**src/rtl/adcbcd_pkg.sv**
```systemverilog
// Package for the averaging voltmeter display block: widths, codes, FSM type,
// divider request/response structs and the digit conversion functions.
// Depends on nothing; every other file of the block imports it.
package adcbcd_pkg;

	localparam int unsigned MAX_SAMPLES_DEF = 16;

	localparam int CFG_W    = 5;
	localparam int SAMPLE_W = 10;
	localparam int SUM_W    = 14;
	localparam int SHOWN_W  = 7;
	localparam int SEG_W    = 7;
	localparam int DEN_W    = 2;
	localparam int DIV_W    = 16;
	localparam int DVS_W    = 10;
	localparam int PADDR_W  = 3;

	localparam logic [CFG_W-1:0]   SPA_RESET = 5'd2;
	localparam logic [SAMPLE_W-1:0] AVG_MAX  = 10'd1023;
	localparam logic [DIV_W-1:0]   SCALE_MUL = 16'd45;
	localparam logic [DIV_W-1:0]   SCALE_RND = 16'd511;
	localparam logic [DVS_W-1:0]   SCALE_DIV = 10'd1023;
	localparam logic [SHOWN_W-1:0] SCALE_OFS = 7'd20;

	// The scale divisor is one less than 2**SCALE_SHIFT.
	localparam int SCALE_SHIFT = 10;

	localparam logic [DEN_W-1:0] DEN_LOW  = 2'd1;
	localparam logic [DEN_W-1:0] DEN_HIGH = 2'd2;

	typedef enum logic {
		CMD_SAMPLE = 1'b0,
		CMD_TICK   = 1'b1
	} cmd_t;

	typedef enum logic {
		REG_SPA = 1'b0
	} reg_idx_t;

	typedef enum logic [2:0] {
		ST_IDLE,
		ST_CHECK,
		ST_DIV1,
		ST_SCALE,
		ST_FINISH
	} state_t;

	typedef struct packed {
		logic             start;
		logic [DIV_W-1:0] dividend;
		logic [DVS_W-1:0] divisor;
	} div_req_t;

	typedef struct packed {
		logic             done;
		logic [DIV_W-1:0] quotient;
	} div_rsp_t;

	typedef struct packed {
		logic [3:0] tens;
		logic [3:0] units;
	} bcd_t;

	// Two BCD digits of a 7-bit value; the tens digit wraps as in a modulo-100 split.
	function automatic bcd_t to_bcd(input logic [SHOWN_W-1:0] v);
		logic [14:0] prod;
		logic [3:0]  t;
		logic [6:0]  tx10;
		bcd_t        r;
		prod   = 15'(v) * 15'd205;
		t      = prod[14:11];
		tx10   = 7'(t) * 7'd10;
		r.units = 4'(v - tx10);
		r.tens  = (t >= 4'd10) ? 4'(t - 4'd10) : t;
		return r;
	endfunction

	// Seven-segment code, bit 0 is segment a.
	function automatic logic [SEG_W-1:0] seg_code(input logic [3:0] d);
		logic [SEG_W-1:0] s;
		case (d)
			4'd0:    s = 7'h3F;
			4'd1:    s = 7'h06;
			4'd2:    s = 7'h5B;
			4'd3:    s = 7'h4F;
			4'd4:    s = 7'h66;
			4'd5:    s = 7'h6D;
			4'd6:    s = 7'h7D;
			4'd7:    s = 7'h07;
			4'd8:    s = 7'h7F;
			4'd9:    s = 7'h6F;
			default: s = 7'h00;
		endcase
		return s;
	endfunction

endpackage

```
**src/rtl/adcbcd_if.sv**
```systemverilog
// Valid/ready channel interfaces for the request input and the display output.
// Depends on adcbcd_pkg for field widths.
interface adcbcd_in_if import adcbcd_pkg::*; ();
	logic                valid;
	logic                ready;
	logic                cmd;
	logic [SAMPLE_W-1:0] sample;

	modport source (output valid, cmd, sample, input ready);
	modport sink   (input valid, cmd, sample, output ready);
endinterface

interface adcbcd_out_if import adcbcd_pkg::*; ();
	logic             valid;
	logic             ready;
	logic [DEN_W-1:0] digit_enable;
	logic [SEG_W-1:0] segments;

	modport source (output valid, digit_enable, segments, input ready);
	modport sink   (input valid, digit_enable, segments, output ready);
endinterface

```
**src/rtl/adcbcd_div.sv**
```systemverilog
// Restoring divider: one quotient bit per cycle over DIV_W quotient bits.
// Depends on adcbcd_pkg for widths and the request/response structs.
module adcbcd_div import adcbcd_pkg::*; (
	input  logic     clk,
	input  logic     arst_n,
	input  div_req_t req,
	output div_rsp_t rsp
);

	localparam int CNT_W = $clog2(DIV_W);

	logic             busy_q;
	logic             done_q;
	logic [CNT_W-1:0] cnt_q;
	logic [DVS_W-1:0] rem_q;
	logic [DIV_W-1:0] quo_q;
	logic [DVS_W-1:0] dvs_q;

	logic [DVS_W:0] trial;
	logic [DVS_W:0] diff;
	logic           fits;

	// Shift the next dividend bit into the remainder and try the subtraction.
	always_comb begin
		trial = {rem_q, quo_q[DIV_W-1]};
		diff  = trial - {1'b0, dvs_q};
		fits  = trial >= {1'b0, dvs_q};
	end

	always_ff @(posedge clk or negedge arst_n) begin
		if (!arst_n) begin
			busy_q <= 1'b0;
			done_q <= 1'b0;
			cnt_q  <= '0;
		end else begin
			done_q <= 1'b0;
			if (req.start) begin
				busy_q <= 1'b1;
				cnt_q  <= '0;
			end else if (busy_q) begin
				cnt_q <= cnt_q + 1'b1;
				if (cnt_q == CNT_W'(DIV_W - 1)) begin
					busy_q <= 1'b0;
					done_q <= 1'b1;
				end
			end
		end
	end

	always_ff @(posedge clk) begin
		if (req.start) begin
			rem_q <= '0;
			quo_q <= req.dividend;
			dvs_q <= req.divisor;
		end else if (busy_q) begin
			rem_q <= fits ? diff[DVS_W-1:0] : trial[DVS_W-1:0];
			quo_q <= {quo_q[DIV_W-2:0], fits};
		end
	end

	assign rsp.done     = done_q;
	assign rsp.quotient = quo_q;

endmodule

```
**src/rtl/adc_average_to_bcd_7seg_display.sv**
```systemverilog
// Top level of the averaging two-digit seven-segment voltmeter.
// Depends on adcbcd_pkg, the channel interfaces in adcbcd_if and adcbcd_div.
//
// The block takes requests on one channel: a converter sample (cmd 0) or a display
// refresh tick (cmd 1). Samples are summed until samples_per_average of them have
// arrived (a count of 0 acts as 1, counts above MAX_SAMPLES act as MAX_SAMPLES);
// the sum is then divided by that count, saturated to 1023, scaled as
// (avg*45+511)/1023+20 and held for display. The display shows 00 until the
// first average is formed. Each tick yields one result: the seven-segment code
// of one digit of the held value and its digit enable, alternating low digit,
// high digit, starting with the low one. A sample yields no result. A sample
// that completes an average passes in order through the accepting state, the
// count check that also starts the divider, the restoring divider (one quotient
// bit per cycle over 16 bits, then a report of completion), the scaling multiply
// and the divide by 1023, which is a shift-and-add since 1023 is one less than a
// power of two; any other sample returns from the count check to idle. Ready is
// low while a sample is checked or an average is being formed, and also while a
// finished display result is waiting and the output side is not taking it. The
// configuration register sits at byte address 0 of the APB-style port and is
// only to be written while the block is idle.
module adc_average_to_bcd_7seg_display import adcbcd_pkg::*; #(
	parameter int unsigned MAX_SAMPLES = MAX_SAMPLES_DEF
) (
	input  logic               clk,
	input  logic               arst_n,
	input  logic               psel,
	input  logic               penable,
	input  logic               pwrite,
	input  logic [PADDR_W-1:0] paddr,
	input  logic [31:0]        pwdata,
	output logic [31:0]        prdata,
	output logic               pready,
	adcbcd_in_if.sink          in_ch,
	adcbcd_out_if.source       out_ch
);

	localparam logic [CFG_W-1:0] MAX_CNT = CFG_W'(MAX_SAMPLES);

	// Configuration register and accumulator state.
	logic [CFG_W-1:0]   spa_q;
	logic [SUM_W-1:0]   sum_q;
	logic [CFG_W-1:0]   taken_q;
	logic [SHOWN_W-1:0] shown_q;
	logic               high_q;
	logic [SAMPLE_W-1:0] avg_q;
	logic [DIV_W-1:0]   scaled_q;
	state_t             state_q;
	state_t             state_d;

	// Output register, which parts the request side from the result side.
	logic               out_vld_q;
	logic [DEN_W-1:0]   out_den_q;
	logic [SEG_W-1:0]   out_seg_q;

	logic               cfg_wr;
	logic [CFG_W-1:0]   eff_cnt;
	logic               in_fire;
	logic               tick_fire;
	logic               sample_fire;
	logic               avg_due;
	logic [DIV_W-1:0]   scaled;
	logic [DIV_W-1:0]   recip_sum;
	bcd_t               bcd;
	div_req_t           div_req;
	div_rsp_t           div_rsp;

	// A write lands on the access phase; pready is tied high.
	assign pready = 1'b1;
	assign cfg_wr = psel && penable && pwrite;

	always_comb begin
		unique case (reg_idx_t'(paddr[2]))
			REG_SPA: prdata = {{(32 - CFG_W){1'b0}}, spa_q};
			default: prdata = '0;
		endcase
	end

	always_ff @(posedge clk or negedge arst_n) begin
		if (!arst_n) begin
			spa_q <= SPA_RESET;
		end else if (cfg_wr && (paddr[2] == REG_SPA)) begin
			spa_q <= pwdata[CFG_W-1:0];
		end
	end

	// The count actually used: zero acts as one, large values clamp.
	always_comb begin
		if (spa_q == '0) begin
			eff_cnt = CFG_W'(1);
		end else if (spa_q > MAX_CNT) begin
			eff_cnt = MAX_CNT;
		end else begin
			eff_cnt = spa_q;
		end
	end

	assign in_fire     = in_ch.valid && in_ch.ready;
	assign tick_fire   = in_fire && (in_ch.cmd == CMD_TICK);
	assign sample_fire = in_fire && (in_ch.cmd == CMD_SAMPLE);
	assign avg_due     = taken_q >= eff_cnt;

	// The scale step is a small constant multiply plus the rounding offset.
	assign scaled = 16'(DIV_W'(avg_q) * SCALE_MUL) + SCALE_RND;

	// Division by 2**k - 1: adding the value shifted down by k plus one and then
	// shifting by k gives the exact quotient while the quotient stays below 2**k.
	assign recip_sum = scaled_q + (scaled_q >> SCALE_SHIFT) + DIV_W'(1);

	// Next-state logic of the sequencer.
	always_comb begin
		state_d = state_q;
		unique case (state_q)
			ST_IDLE: begin
				if (sample_fire) begin
					state_d = ST_CHECK;
				end
			end
			ST_CHECK: begin
				state_d = avg_due ? ST_DIV1 : ST_IDLE;
			end
			ST_DIV1: begin
				if (div_rsp.done) begin
					state_d = ST_SCALE;
				end
			end
			ST_SCALE: begin
				state_d = ST_FINISH;
			end
			ST_FINISH: begin
				state_d = ST_IDLE;
			end
			default: state_d = ST_IDLE;
		endcase
	end

	// Sequencer outputs: request readiness and divider starts.
	always_comb begin
		in_ch.ready      = 1'b0;
		div_req.start    = 1'b0;
		div_req.dividend = DIV_W'(sum_q);
		div_req.divisor  = DVS_W'(eff_cnt);
		unique case (state_q)
			ST_IDLE: begin
				in_ch.ready = !out_vld_q || out_ch.ready;
			end
			ST_CHECK: begin
				div_req.start = avg_due;
			end
			ST_DIV1, ST_SCALE, ST_FINISH: begin
				div_req.start = 1'b0;
			end
			default: in_ch.ready = 1'b0;
		endcase
	end

	adcbcd_div u_div (
		.clk    (clk),
		.arst_n (arst_n),
		.req    (div_req),
		.rsp    (div_rsp)
	);

	always_ff @(posedge clk or negedge arst_n) begin
		if (!arst_n) begin
			state_q <= ST_IDLE;
			sum_q   <= '0;
			taken_q <= '0;
			shown_q <= '0;
			high_q  <= 1'b0;
		end else begin
			state_q <= state_d;
			if (sample_fire) begin
				sum_q   <= sum_q + SUM_W'(in_ch.sample);
				taken_q <= taken_q + 1'b1;
			end
			if (tick_fire) begin
				high_q <= !high_q;
			end
			// The divide by 1023 completes the average: hold it and restart the sum.
			if (state_q == ST_FINISH) begin
				shown_q <= SHOWN_W'(recip_sum[DIV_W-1:SCALE_SHIFT]) + SCALE_OFS;
				sum_q   <= '0;
				taken_q <= '0;
			end
		end
	end

	// The first quotient may exceed ten bits when the count was lowered mid-sum.
	always_ff @(posedge clk) begin
		if ((state_q == ST_DIV1) && div_rsp.done) begin
			if (div_rsp.quotient > DIV_W'(AVG_MAX)) begin
				avg_q <= AVG_MAX;
			end else begin
				avg_q <= div_rsp.quotient[SAMPLE_W-1:0];
			end
		end
		if (state_q == ST_SCALE) begin
			scaled_q <= scaled;
		end
	end

	assign bcd = to_bcd(shown_q);

	always_ff @(posedge clk or negedge arst_n) begin
		if (!arst_n) begin
			out_vld_q <= 1'b0;
		end else if (tick_fire) begin
			out_vld_q <= 1'b1;
		end else if (out_ch.ready) begin
			out_vld_q <= 1'b0;
		end
	end

	always_ff @(posedge clk) begin
		if (tick_fire) begin
			out_den_q <= high_q ? DEN_HIGH : DEN_LOW;
			out_seg_q <= seg_code(high_q ? bcd.tens : bcd.units);
		end
	end

	assign out_ch.valid        = out_vld_q;
	assign out_ch.digit_enable = out_den_q;
	assign out_ch.segments     = out_seg_q;

	// The held value is either the reset value or inside the scaled range.
	a_shown_range: assert property (@(posedge clk) disable iff (!arst_n)
		shown_q == '0 || (shown_q >= SCALE_OFS && shown_q <= 7'd65))
		else $error("held display value out of range");

	// The divider only reports completion while the sequencer waits for it.
	a_div_done_state: assert property (@(posedge clk) disable iff (!arst_n)
		div_rsp.done |-> (state_q == ST_DIV1))
		else $error("divider finished outside the divide state");

	// The sample count never runs past the largest average length.
	a_taken_bound: assert property (@(posedge clk) disable iff (!arst_n)
		taken_q <= MAX_CNT)
		else $error("sample count exceeded the maximum");

	// A tick while a result waits must not be taken unless that result leaves.
	a_no_overwrite: assert property (@(posedge clk) disable iff (!arst_n)
		(out_vld_q && !out_ch.ready) |-> !tick_fire)
		else $error("pending display result would be overwritten");

endmodule
```
**src/flat_wrapper.sv**
```systemverilog
// flat-port wrapper written by rule: the top's interface ports become plain ports
module adc_average_to_bcd_7seg_display_flat import adcbcd_pkg::*;
#(
	parameter int unsigned MAX_SAMPLES = MAX_SAMPLES_DEF
)
  (clk, arst_n, psel, penable, pwrite, paddr, pwdata, prdata, pready, in_ch_valid, in_ch_cmd, in_ch_sample, in_ch_ready, out_ch_valid, out_ch_digit_enable, out_ch_segments, out_ch_ready);
  adcbcd_in_if in_ch_i ();
  adcbcd_out_if out_ch_i ();
  input  logic clk;
  input  logic arst_n;
  input  logic psel;
  input  logic penable;
  input  logic pwrite;
  input  logic [PADDR_W-1:0] paddr;
  input  logic [31:0] pwdata;
  output logic [31:0] prdata;
  output logic pready;
  input wire logic [$bits(in_ch_i.valid)-1:0] in_ch_valid;
  input wire logic [$bits(in_ch_i.cmd)-1:0] in_ch_cmd;
  input wire logic [$bits(in_ch_i.sample)-1:0] in_ch_sample;
  output wire logic [$bits(in_ch_i.ready)-1:0] in_ch_ready;
  output wire logic [$bits(out_ch_i.valid)-1:0] out_ch_valid;
  output wire logic [$bits(out_ch_i.digit_enable)-1:0] out_ch_digit_enable;
  output wire logic [$bits(out_ch_i.segments)-1:0] out_ch_segments;
  input wire logic [$bits(out_ch_i.ready)-1:0] out_ch_ready;
  assign in_ch_i.valid = in_ch_valid;
  assign in_ch_i.cmd = in_ch_cmd;
  assign in_ch_i.sample = in_ch_sample;
  assign in_ch_ready = in_ch_i.ready;
  assign out_ch_valid = out_ch_i.valid;
  assign out_ch_digit_enable = out_ch_i.digit_enable;
  assign out_ch_segments = out_ch_i.segments;
  assign out_ch_i.ready = out_ch_ready;
  adc_average_to_bcd_7seg_display #(.MAX_SAMPLES(MAX_SAMPLES)) u_core (.clk(clk), .arst_n(arst_n), .psel(psel), .penable(penable), .pwrite(pwrite), .paddr(paddr), .pwdata(pwdata), .prdata(prdata), .pready(pready), .in_ch(in_ch_i), .out_ch(out_ch_i));
endmodule
```
**config.mk**
```make
export PLATFORM = sky130hd
export DESIGN_NAME = adc_average_to_bcd_7seg_display_flat
export DESIGN_NICKNAME = d
export VERILOG_FILES = /design/src/rtl/adcbcd_pkg.sv /design/src/rtl/adcbcd_if.sv /design/src/rtl/adcbcd_div.sv /design/src/rtl/adc_average_to_bcd_7seg_display.sv /design/src/flat_wrapper.sv
export SDC_FILE = /design/constraint.sdc
export NUM_CORES = 1
export LEC_CHECK = 0
export BUFFER_PORTS_ARGS = -buffer_cell sky130_fd_sc_hd__buf_2
export CAP_MARGIN = 20
export CORE_MARGIN = 5
export CORE_UTILIZATION = 64
export CTS_CLUSTER_DIAMETER = 200
export DETAILED_ROUTE_END_ITERATION = 8
export PLACE_DENSITY = 0.9
export SYNTH_ARGS = -nofsm -noshare
export SYNTH_HDL_FRONTEND = slang
export SYNTH_SLANG_ARGS = --single-unit
```
**constraint.sdc**
```tcl
create_clock -name clk -period 9.9 [get_ports clk]
set_clock_uncertainty 0.2 [all_clocks]
set_input_delay 2.97 -clock clk [delete_from_list [all_inputs] [get_ports clk]]
set_output_delay 2.97 -clock clk [all_outputs]
set_load 0.01 [all_outputs]
```
**Word-level counts from Yosys, hierarchy flattened**

Memories as Yosys holds them, arrays and structs flattened. A register that Yosys moved wholly into a read port is not among the register bits.
Cells that the tools add are included.

- Bits in registers: 101
- Bits in latches: 0
- Memory bits (writable): 0
- Bits in read-only memories: 112
- Input bits: 53
- Output and inout bits: 44
- Word-level logic and storage cells: 90
- Memories: 1

Memory list:

| memory | words | bits a word | read ports | clocked after memory_dff | wr ports | RTL line | RTL |
|---|---|---|---|---|---|---|---|
| (no name shown) | 16 | 7 | 1 | 1 | 0 | adcbcd_pkg.sv:81 | `case (d)` |

- Add/subtract/negate cells: 10
- Multiply operators: 3
- Div/mod/pow operators: 0
- Magnitude comparators: 5
- Equality and inequality tests: 7
- Shifts and indexed selects: 0
- Multiplexer cells: 29
- Bitwise gates (word level): 2
- Reductions and logical operators: 16

Operators by type and width:

| cell | number |
|---|---|
| $mux W14 | 4 |
| $mux W5 | 5 |
| $add A16 B1 Y16 const B | 1 |
| $add A16 B6 Y16 | 1 |
| $add A16 B9 Y16 const B | 1 |
| $gt A16 B10 Y1 const B | 1 |
| $mul A10 B6 Y16 const B | 1 |
| $mux W4 | 4 |
| $mul A7 B8 Y15 const B | 1 |
| $add A14 B10 Y14 | 1 |
| $pmux W3 S4 | 1 |
| $ge A11 B5 Y1 | 1 |
| $mux W1 | 10 |
| $mux W10 | 1 |
| $sub A10 B5 Y10 | 1 |
| $add A6 B5 Y7 const B | 1 |
| $logic_and A1 B1 Y1 | 7 |
| $eq A3 B2 Y1 const B | 2 |
| $mux W3 | 2 |
| $reduce_bool A2 Y1 | 3 |
| $add A5 B1 Y5 const B | 1 |
| $ge A5 B5 Y1 | 1 |
| $gt A5 B5 Y1 const B | 1 |
| $logic_not A5 Y1 | 1 |
| other kinds (16) | 19 |

**Depth between registers and ports, before layout**

Gate-level depths: netlist (run 1).

- Depth after elaboration: 7
- Mapped depth: 20
- Gate-level depth less buffers: 20

**Modules after synthesis**

From an unflattened synthesis (run 1), not the netlist that was laid out.

- Cell total of the unflattened synthesis: 834
- Area total of the unflattened synthesis: 8,694.6 µm²

Modules (own cells, without submodules):

| module | times used | cells an instance | area an instance (µm²) | seq. area each (µm²) |
|---|---|---|---|---|
| adc_average_to_bcd_7seg_display | 1 | 632 | 6,456.2 | 1,953.1 |
| adcbcd_div | 1 | 202 | 2,238.4 | 1,131.1 |

**Worst setup path after synthesis (run 1)**

No wires, ideal clock.

- Path type: in2out
- Start point: in out_ch_ready
- End point: out in_ch_ready
- Arrival time: 3.491 ns
- Required time: 6.730 ns
- Slack: 3.239 ns
- Stages: 2
- Buffers on the path: 0
- Path through: nor2b_1 -> nor4_1

- Longest elaborated chain between the ends: 2

Ends and longest elaborated chain:

| element | RTL line | RTL |
|---|---|---|
| start, declared | flat_wrapper.sv:25 | `input wire logic [$bits(out_ch_i.ready)-1:0] out_ch_ready;` |
| $logic_or A1 B1 Y1 | adc_average_to_bcd_7seg_display.sv:144 | `in_ch.ready = !out_vld_q \|\| out_ch.ready;` |
| $mux W1 | adc_average_to_bcd_7seg_display.sv:142 | `unique case (state_q)` |
| end, declared | flat_wrapper.sv:21 | `output wire logic [$bits(in_ch_i.ready)-1:0] in_ch_ready;` |

No other way between the ends.

**Worst setup path in the final report (run 1)**

Ends and elaborated chain as after synthesis.

==> run_results.csv, run 1 <==
group,metric,value,unit
worst_setup_path,crit_path_end_kind,"output port",
power,p_sw,1150,µW
timing,setup_viol,0,
cells_and_area,fill_cells,927,
placement,io_buffers,39,
clock_network,htree_levels,3,
detailed_routing,wire_per_inst,15.6,µm
detailed_routing,routed-via-count,5855,
die,dieArea,15100,µm²
synthesis,yosys_warnings,0,
cells_and_area,area_delta_synth_final,7.78,%
worst_hold_path,hp-start,"u_core.u_div.rem_q[9]$_SDFFE_PP0P_",
die,initial_core_util,0.649,
grt,grt_first_pass_wirelength,26900,µm
synthesis,synth.most_common_cell,"ha_1",
power,ir_drop,220,µV
clock_network,cts_resized,0,
timing,setup_tns,0,ns
worst_setup_path,critical_path.startpoint,"out_ch_ready",
grt,grt_pass1_vias,5910,
detailed_routing,dr.first_iter.drc_count,349,
cells_and_area,nets,1033,
worst_setup_path,crit_required,6.73,ns
job,maxCapViolations,0,
worst_setup_path,worstPathMaxFanout,3,
synthesis,ys_seq_area_frac,0.359,
timing,max_freq,144,MHz
worst_hold_path,worstHoldPathCells,2,
worst_setup_path,r2r_start,"u_core.shown_q[4]$_DFFE_PN0N_",
synthesis,dominantRegCellSynth,"edfxtp_1",
timing,maxSlewViolCount,0,
worst_setup_path,ff2ff_path_depth,19,
placement,hpwl,11900,µm
synthesis,synth_edf_count,54,
synthesis,syn_inst,809,
clock_network,numClockSinks,108,
synthesis,syn_area_per_cell,10.0,µm²
power,power_per_cell_area,309,nW/µm²
power,seqPwrFrac,0.308,
grt,grt_max_degree,43,
detailed_routing,via_per_inst,5.74,
timing,finalHoldViolCount,0,
die,rows,41,
power,clkPwrFrac,0.146,
cells_and_area,diodes,0,
synthesis,synth_common_cells,"106 x ha_1, 84 x inv_1, 82 x nand2_1, 54 x edfxtp_1, 45 x nor2_1",
timing,period_share,0.701,
die,die-width,123,µm
clock_network,post_cts_buffers,0,
worst_setup_path,rrSetupSlack,4.18,ns
detailed_routing,first_pass_iters,5,
outcome,status,"complete, no violations",
synthesis,syn_area,8130,µm²
synthesis,yosys-top-cells-area,"edfxtp_1 20%, ha_1 16%, dfrtp_1 13%",
synthesis,async_reset_ff_frac,0.389,
worst_setup_path,cp.arrival,3.77,ns
cells_and_area,regArea,2910,µm²
timing,relSlewSlack,0.415,
timing,worst_pin_slew,0.878,ns
timing,timing.hold.ws,0.288,ns
detailed_routing,drc,0,
power,p_leak,0.00415,µW
detailed_routing,wirelength,15900,µm
synthesis,ys_ff_latch,108,
synthesis,synth_cell_types,68,
clock_network,cts_tree,"built",
cells_and_area,design_area,8760,µm²
power,comb_power_share,0.545,
clock_network,cts_root_buf,"clkbuf_16",
clock_network,worst_skew_pair.late_latency,0.36,ns
detailed_routing,antenna_left,0,
clock_network,clk_pin_slew,0.07,ns
cells_and_area,drive_gt1_frac,0.105,
placement,placed_area,8370,µm²
cells_and_area,multi_input_area,4710,µm²
clock_network,cts_buffers,9,
grt,grt_antenna_before_repair,0,
die,pin_count,97,
worst_setup_path,worstSetupStartpointType,"input pin",
synthesis,yosysTopAreaCellShare,0.200,
worst_setup_path,crit_type,"in -> out",
clock_network,ctsHoldBuffers,0,
power,sw_frac_of_total,0.427,
grt,track_usage,0.223,
die,dieHeight,123,µm
cells_and_area,utilization,0.700,
power,cell_internal_pwr,1550,µW
clock_network,clockBufferDepth,2,
die,floorplan.core_area,12500,µm²
worst_hold_path,min_path_type,"reg -> reg",
synthesis,post-synth-top-area-cell,"edfxtp_1",
grt,gr-total-overflow,0,
placement,place.gp.congestion,0.883,
timing,post-route-min-period,6.94,ns
timing,rsz0062_at_grt,"no",
==> per-stage QoR <==
| stage | setup WS [ns] | instances | power, µW |
|---|---|---|---|
| 2_1_floorplan | 3.24 | 835 | 1960 |
| 3_3_place_gp | 3.09 | 1002 | 2190 |
| 3_5_place_dp | 3.04 | 1002 | 2290 |
| 4_1_cts | 3.00 | 1018 | 2700 |
| 5_1_grt | 2.94 | 1020 | 2970 |
| 6_report | 2.96 | 1020 | 2700 |
==> worst max-delay path, stage by stage <==
cell and delay, ns:
buf_2 0.07, nor2b_1 0.06, nor4_1 0.41, buf_2 0.25
==> power groups by stage <==
| stage | clock (µW) | sequential, µW | combinational, µW |
|---|---|---|---|
| finish | 395 | 833 | 1470 |
| global route | 423 | 853 | 1690 |
| CTS | 401 | 828 | 1470 |
| detailed placement | 0 | 834 | 1460 |
| global placement | 0 | 828 | 1370 |
| floorplan | 0 | 787 | 1170 |
==> area by class of cell <==
type | count | share of cell area
clock inverter | 5 | 0.00829
sequential | 108 | 0.333
multi-input combinational | 596 | 0.538
tap | 172 | 0.0246
clock buffer | 11 | 0.0301
inverter | 84 | 0.0360
timing repair buffer | 44 | 0.0303
==> kinds of logic after synthesis <==
group	count (synthesis)	synth area share
mux	19	0.0243
xor+xnor	44	0.0491
compound gates	126	0.107
simple gates	241	0.145
flops	108	0.359
fa+ha+maj	138	0.241
buf+inv	131	0.0736
other cells	2	0.000924
==> path summary, 6_finish.rpt <==
path | endpoint
max | in_ch_ready
min | u_core.u_div.rem_q[9]$_SDFFE_PP0P_
max reg2reg | u_core.out_ch.segments[5]$_DFFE_PP_
min reg2reg | u_core.u_div.rem_q[9]$_SDFFE_PP0P_
max in group asynchronous | u_core.spa_q[1]$_DFFE_PN1P_
min in group asynchronous | u_core.sum_q[4]$_DFFE_PN0P_
==> routing by layer <==
layer  part of all wire  up-vias  wire [µm]  GRT usage
li1                   -     2824          -          -
met1               0.40     2865       6430      0.274
met2               0.54      140       8610      0.403
met3              0.040       26        631     0.0323
met4              0.017        0        266     0.0707
met5                  0        -          0          0
==> sequential cells by signal, summed over array words and instances, names as in the netlist, 5 cells and up <==
signal / count
u_core.avg_q: 10
u_core.out_ch.segments: 7
u_core.scaled_q: 16
u_core.shown_q: 7
u_core.spa_q: 5
u_core.sum_q: 14
u_core.taken_q: 5
u_core.u_div.dvs_q: 5
u_core.u_div.quo_q: 16
u_core.u_div.rem_q: 10
==> cell usage in the layout, fill, tap and decap left out, drive strengths merged, types with 4 or more instances in the layout <==
cell / instances
dfrtp: 41
edfxtp: 54
fa: 31
conb: 28
or3: 4
dfxtp: 12
o31ai: 4
xor2: 20
nor2: 45
nor3b: 6
clkbuf: 11
nor4: 6
ha: 106
xnor2: 23
o21a: 8
nor3: 10
nor2b: 9
mux2i: 13
o21bai: 5
inv: 87
mux2: 6
a211oi: 12
or2: 12
nand2b: 10
nand2: 82
a21oi: 26
and2: 4
a21o: 9
and3: 5
nand3: 25
o21ai: 30
o211ai: 5
nand4: 10
buf: 44
No activity file was read; power rests on OpenSTA's default activity.
==> run 2, diff against run 1 <==
--- a/config.mk
+++ b/config.mk
@@ -8,10 +8,10 @@
 export BUFFER_PORTS_ARGS = -buffer_cell sky130_fd_sc_hd__buf_2
 export CAP_MARGIN = 20
 export CORE_MARGIN = 5
-export CORE_UTILIZATION = 64
+export CORE_UTILIZATION = 54
 export CTS_CLUSTER_DIAMETER = 200
 export DETAILED_ROUTE_END_ITERATION = 8
-export PLACE_DENSITY = 0.9
+export PLACE_DENSITY = 0.81
 export SYNTH_ARGS = -nofsm -noshare
 export SYNTH_HDL_FRONTEND = slang
 export SYNTH_SLANG_ARGS = --single-unit
==> constraint.sdc (replaced) <==
create_clock -name clk -period 6.1 [get_ports clk]
set_clock_uncertainty 0.2 [all_clocks]
set_input_delay 1.83 -clock clk [delete_from_list [all_inputs] [get_ports clk]]
set_output_delay 1.83 -clock clk [all_outputs]
set_load 0.01 [all_outputs]
==> run 2 against run 1 <==
Compared with the run above:
- design area is 0.16% lower
- register-to-register slack worse by 3.6 ns
- worst setup slack worse by 2.4 ns
- largest cell class unchanged
- highest routed layer unchanged
==> run_results.csv, run 2 (same netlist as run 1, synthesis figures left out) <==
group,metric,value,unit
cells_and_area,top_regs,"u_core.scaled_q (16), u_core.u_div.quo_q (16), u_core.sum_q (14)",
placement,place.gp.congestion,0.817,
worst_hold_path,holdPathEnd,"u_core.u_div.rem_q[9]$_SDFFE_PP0P_",
die,floorplan.core_area,14600,µm²
power,p_leak,0.00414,µW
job,maxCapViolations,0,
worst_setup_path,worstPathMaxFanout,6,
clock_network,ctsHoldBuffers,0,
clock_network,cts_tree,"built",
grt,track_usage,0.175,
detailed_routing,drc,0,
clock_network,htree_levels,3,
clock_network,clockBufferDepth,2,
worst_setup_path,crit_type,"reg -> reg",
detailed_routing,wire_per_inst,14.3,µm
die,initial_core_util,0.555,
detailed_routing,via_per_inst,5.44,
cells_and_area,drive_gt1_frac,0.105,
timing,max_freq,180,MHz
timing,post-route-min-period,5.56,ns
die,die-width,133,µm
worst_setup_path,cp.arrival,5.55,ns
worst_hold_path,min_path_type,"reg -> reg",
outcome,status,"complete, no violations",
cells_and_area,final_cell_mix,"106 x ha_1, 84 x inv_1, 82 x nand2_1",
worst_setup_path,crit_path_end_kind,"flop",
grt,grt_max_degree,43,
detailed_routing,dr.first_iter.drc_count,333,
clock_network,post_cts_buffers,0,
timing,worst_pin_slew,0.908,ns
grt,grt_pass1_vias,5538,
detailed_routing,first_pass_iters,5,
worst_setup_path,rrSetupSlack,0.54,ns
worst_hold_path,worstHoldPathCells,2,
clock_network,numClockSinks,108,
die,pin_count,97,
placement,io_buffers,39,
power,ir_drop,356,µV
clock_network,clk_pin_slew,0.07,ns
die,rows,44,
timing,rsz0062_at_grt,"no",
worst_setup_path,r2r_end,"u_core.out_ch.segments[5]$_DFFE_PP_",
cells_and_area,design_area,8740,µm²
placement,hpwl,11700,µm
cells_and_area,stdcell_count,1032,
timing,period_share,0.912,
timing,maxSlewViolCount,0,
clock_network,cts_resized,0,
clock_network,cts_root_buf,"clkbuf_16",
worst_setup_path,worstSetupStartpointType,"flop",
worst_setup_path,cp_cell_sequence,"ha_1 > inv_1 > fa_1 > inv_1 > ha_1 > inv_1 > fa_1 > inv_1 > ha_1 > a211o_1 > a211oi_2 > a21oi_1 > a211oi_1 > inv_1 > ha_1 > a221oi_1 > a21oi_1 > or3_2 > o31ai_1",
cells_and_area,nets,1033,
cells_and_area,diodes,0,
power,p_total,4280,µW
timing,setup_tns,0,ns
timing,relSlewSlack,0.395,
worst_setup_path,critPathMaxStageDelay,0.51,ns
die,dieHeight,133,µm
worst_setup_path,r2r_start,"u_core.shown_q[4]$_DFFE_PN0N_",
grt,grt_antenna_before_repair,0,
worst_setup_path,cpMostUsedCell,"inv_1",
grt,gr-total-overflow,0,
clock_network,worst_skew_pair.late_latency,0.36,ns
clock_network,cts_buffers,9,
detailed_routing,routed-via-count,5612,
grt,grt_first_pass_wirelength,25500,µm
die,dieArea,17600,µm²
cells_and_area,final_common_cell,"ha_1",
worst_hold_path,hp-start,"u_core.u_div.rem_q[9]$_SDFFE_PP0P_",
timing,finalHoldViolCount,0,
timing,setup_viol,0,
detailed_routing,wirelength,14800,µm
worst_setup_path,ff2ff_path_depth,19,
cells_and_area,area_delta_synth_final,7.61,%
detailed_routing,antenna_left,0,
placement,placed_cells,1014,
worst_setup_path,crit_required,6.08,ns
placement,placed_area,8390,µm²
timing,timing.hold.ws,0.287,ns
worst_setup_path,cpMaxStageDelayCell,"fa_1",
power,power_per_cell_area,489,nW/µm²
## run 2: cell count changes in the layout (fill, tap and decap cells not counted), sizes merged
cell	delta
clkinvlp	+1
clkbuf	-1
## run 2: stage by stage
stage / setup slack [ns] / util
floorplan: 1.00 / -
finish: 0.539 / 0.597
CTS: 0.536 / 0.594
detailed placement: 0.614 / 0.573
global placement: 0.621 / 0.573
global route: 0.129 / 0.597
## run 2: critical path, delay by kind of cell (launching register included)
family | cells | cell delay, ns
adder cells (fa/ha/maj) | 6 | 2.09
AO/OA/AOI/OAI | 7 | 1.85
AND/OR/NAND/NOR | 1 | 0.49
flip-flops | 1 | 0.45
buffers and inverters | 5 | 0.32
## run 2: cell type report
class	count	area, µm²
Sequential cell	108	2910
Fill cell	1239	5900
Clock inverter	6	68.8
Tap cell	184	230
Multi-Input combinational cell	596	4710
Clock buffer	10	239
Inverter	84	315
Timing Repair Buffer	44	265
## run 2: report_power, final
part	internal, µW	switching (µW)
Clock	333	268
Sequential	1110	243
Combinational	1030	1290
Total	2480	1800
## run 2: worst max path at each step
stage	from	end	slack (ns)	cells after the start
3_5_place_dp	u_core.shown_q[4]$_DFFE_PN0N_	u_core.out_ch.segments[6]$_DFFE_PP_	0.61	18
2_1_floorplan	u_core.shown_q[4]$_DFFE_PN0N_	u_core.out_ch.segments[5]$_DFFE_PP_	1.00	19
5_1_grt	u_core.shown_q[4]$_DFFE_PN0N_	u_core.out_ch.segments[5]$_DFFE_PP_	0.13	19
3_3_place_gp	u_core.shown_q[4]$_DFFE_PN0N_	u_core.out_ch.segments[5]$_DFFE_PP_	0.62	19
6_report	u_core.shown_q[4]$_DFFE_PN0N_	u_core.out_ch.segments[5]$_DFFE_PP_	0.54	19
4_1_cts	u_core.shown_q[4]$_DFFE_PN0N_	u_core.out_ch.segments[5]$_DFFE_PP_	0.54	19
## run 2: metal layers
metal | part of all wire | GRT usage | vias up
met5 | 0 | 0 | -
met4 | 0.011 | 0.0508 | 0
met3 | 0.043 | 0.0319 | 13
met2 | 0.50 | 0.304 | 74
met1 | 0.45 | 0.224 | 2693
li1 | - | - | 2832
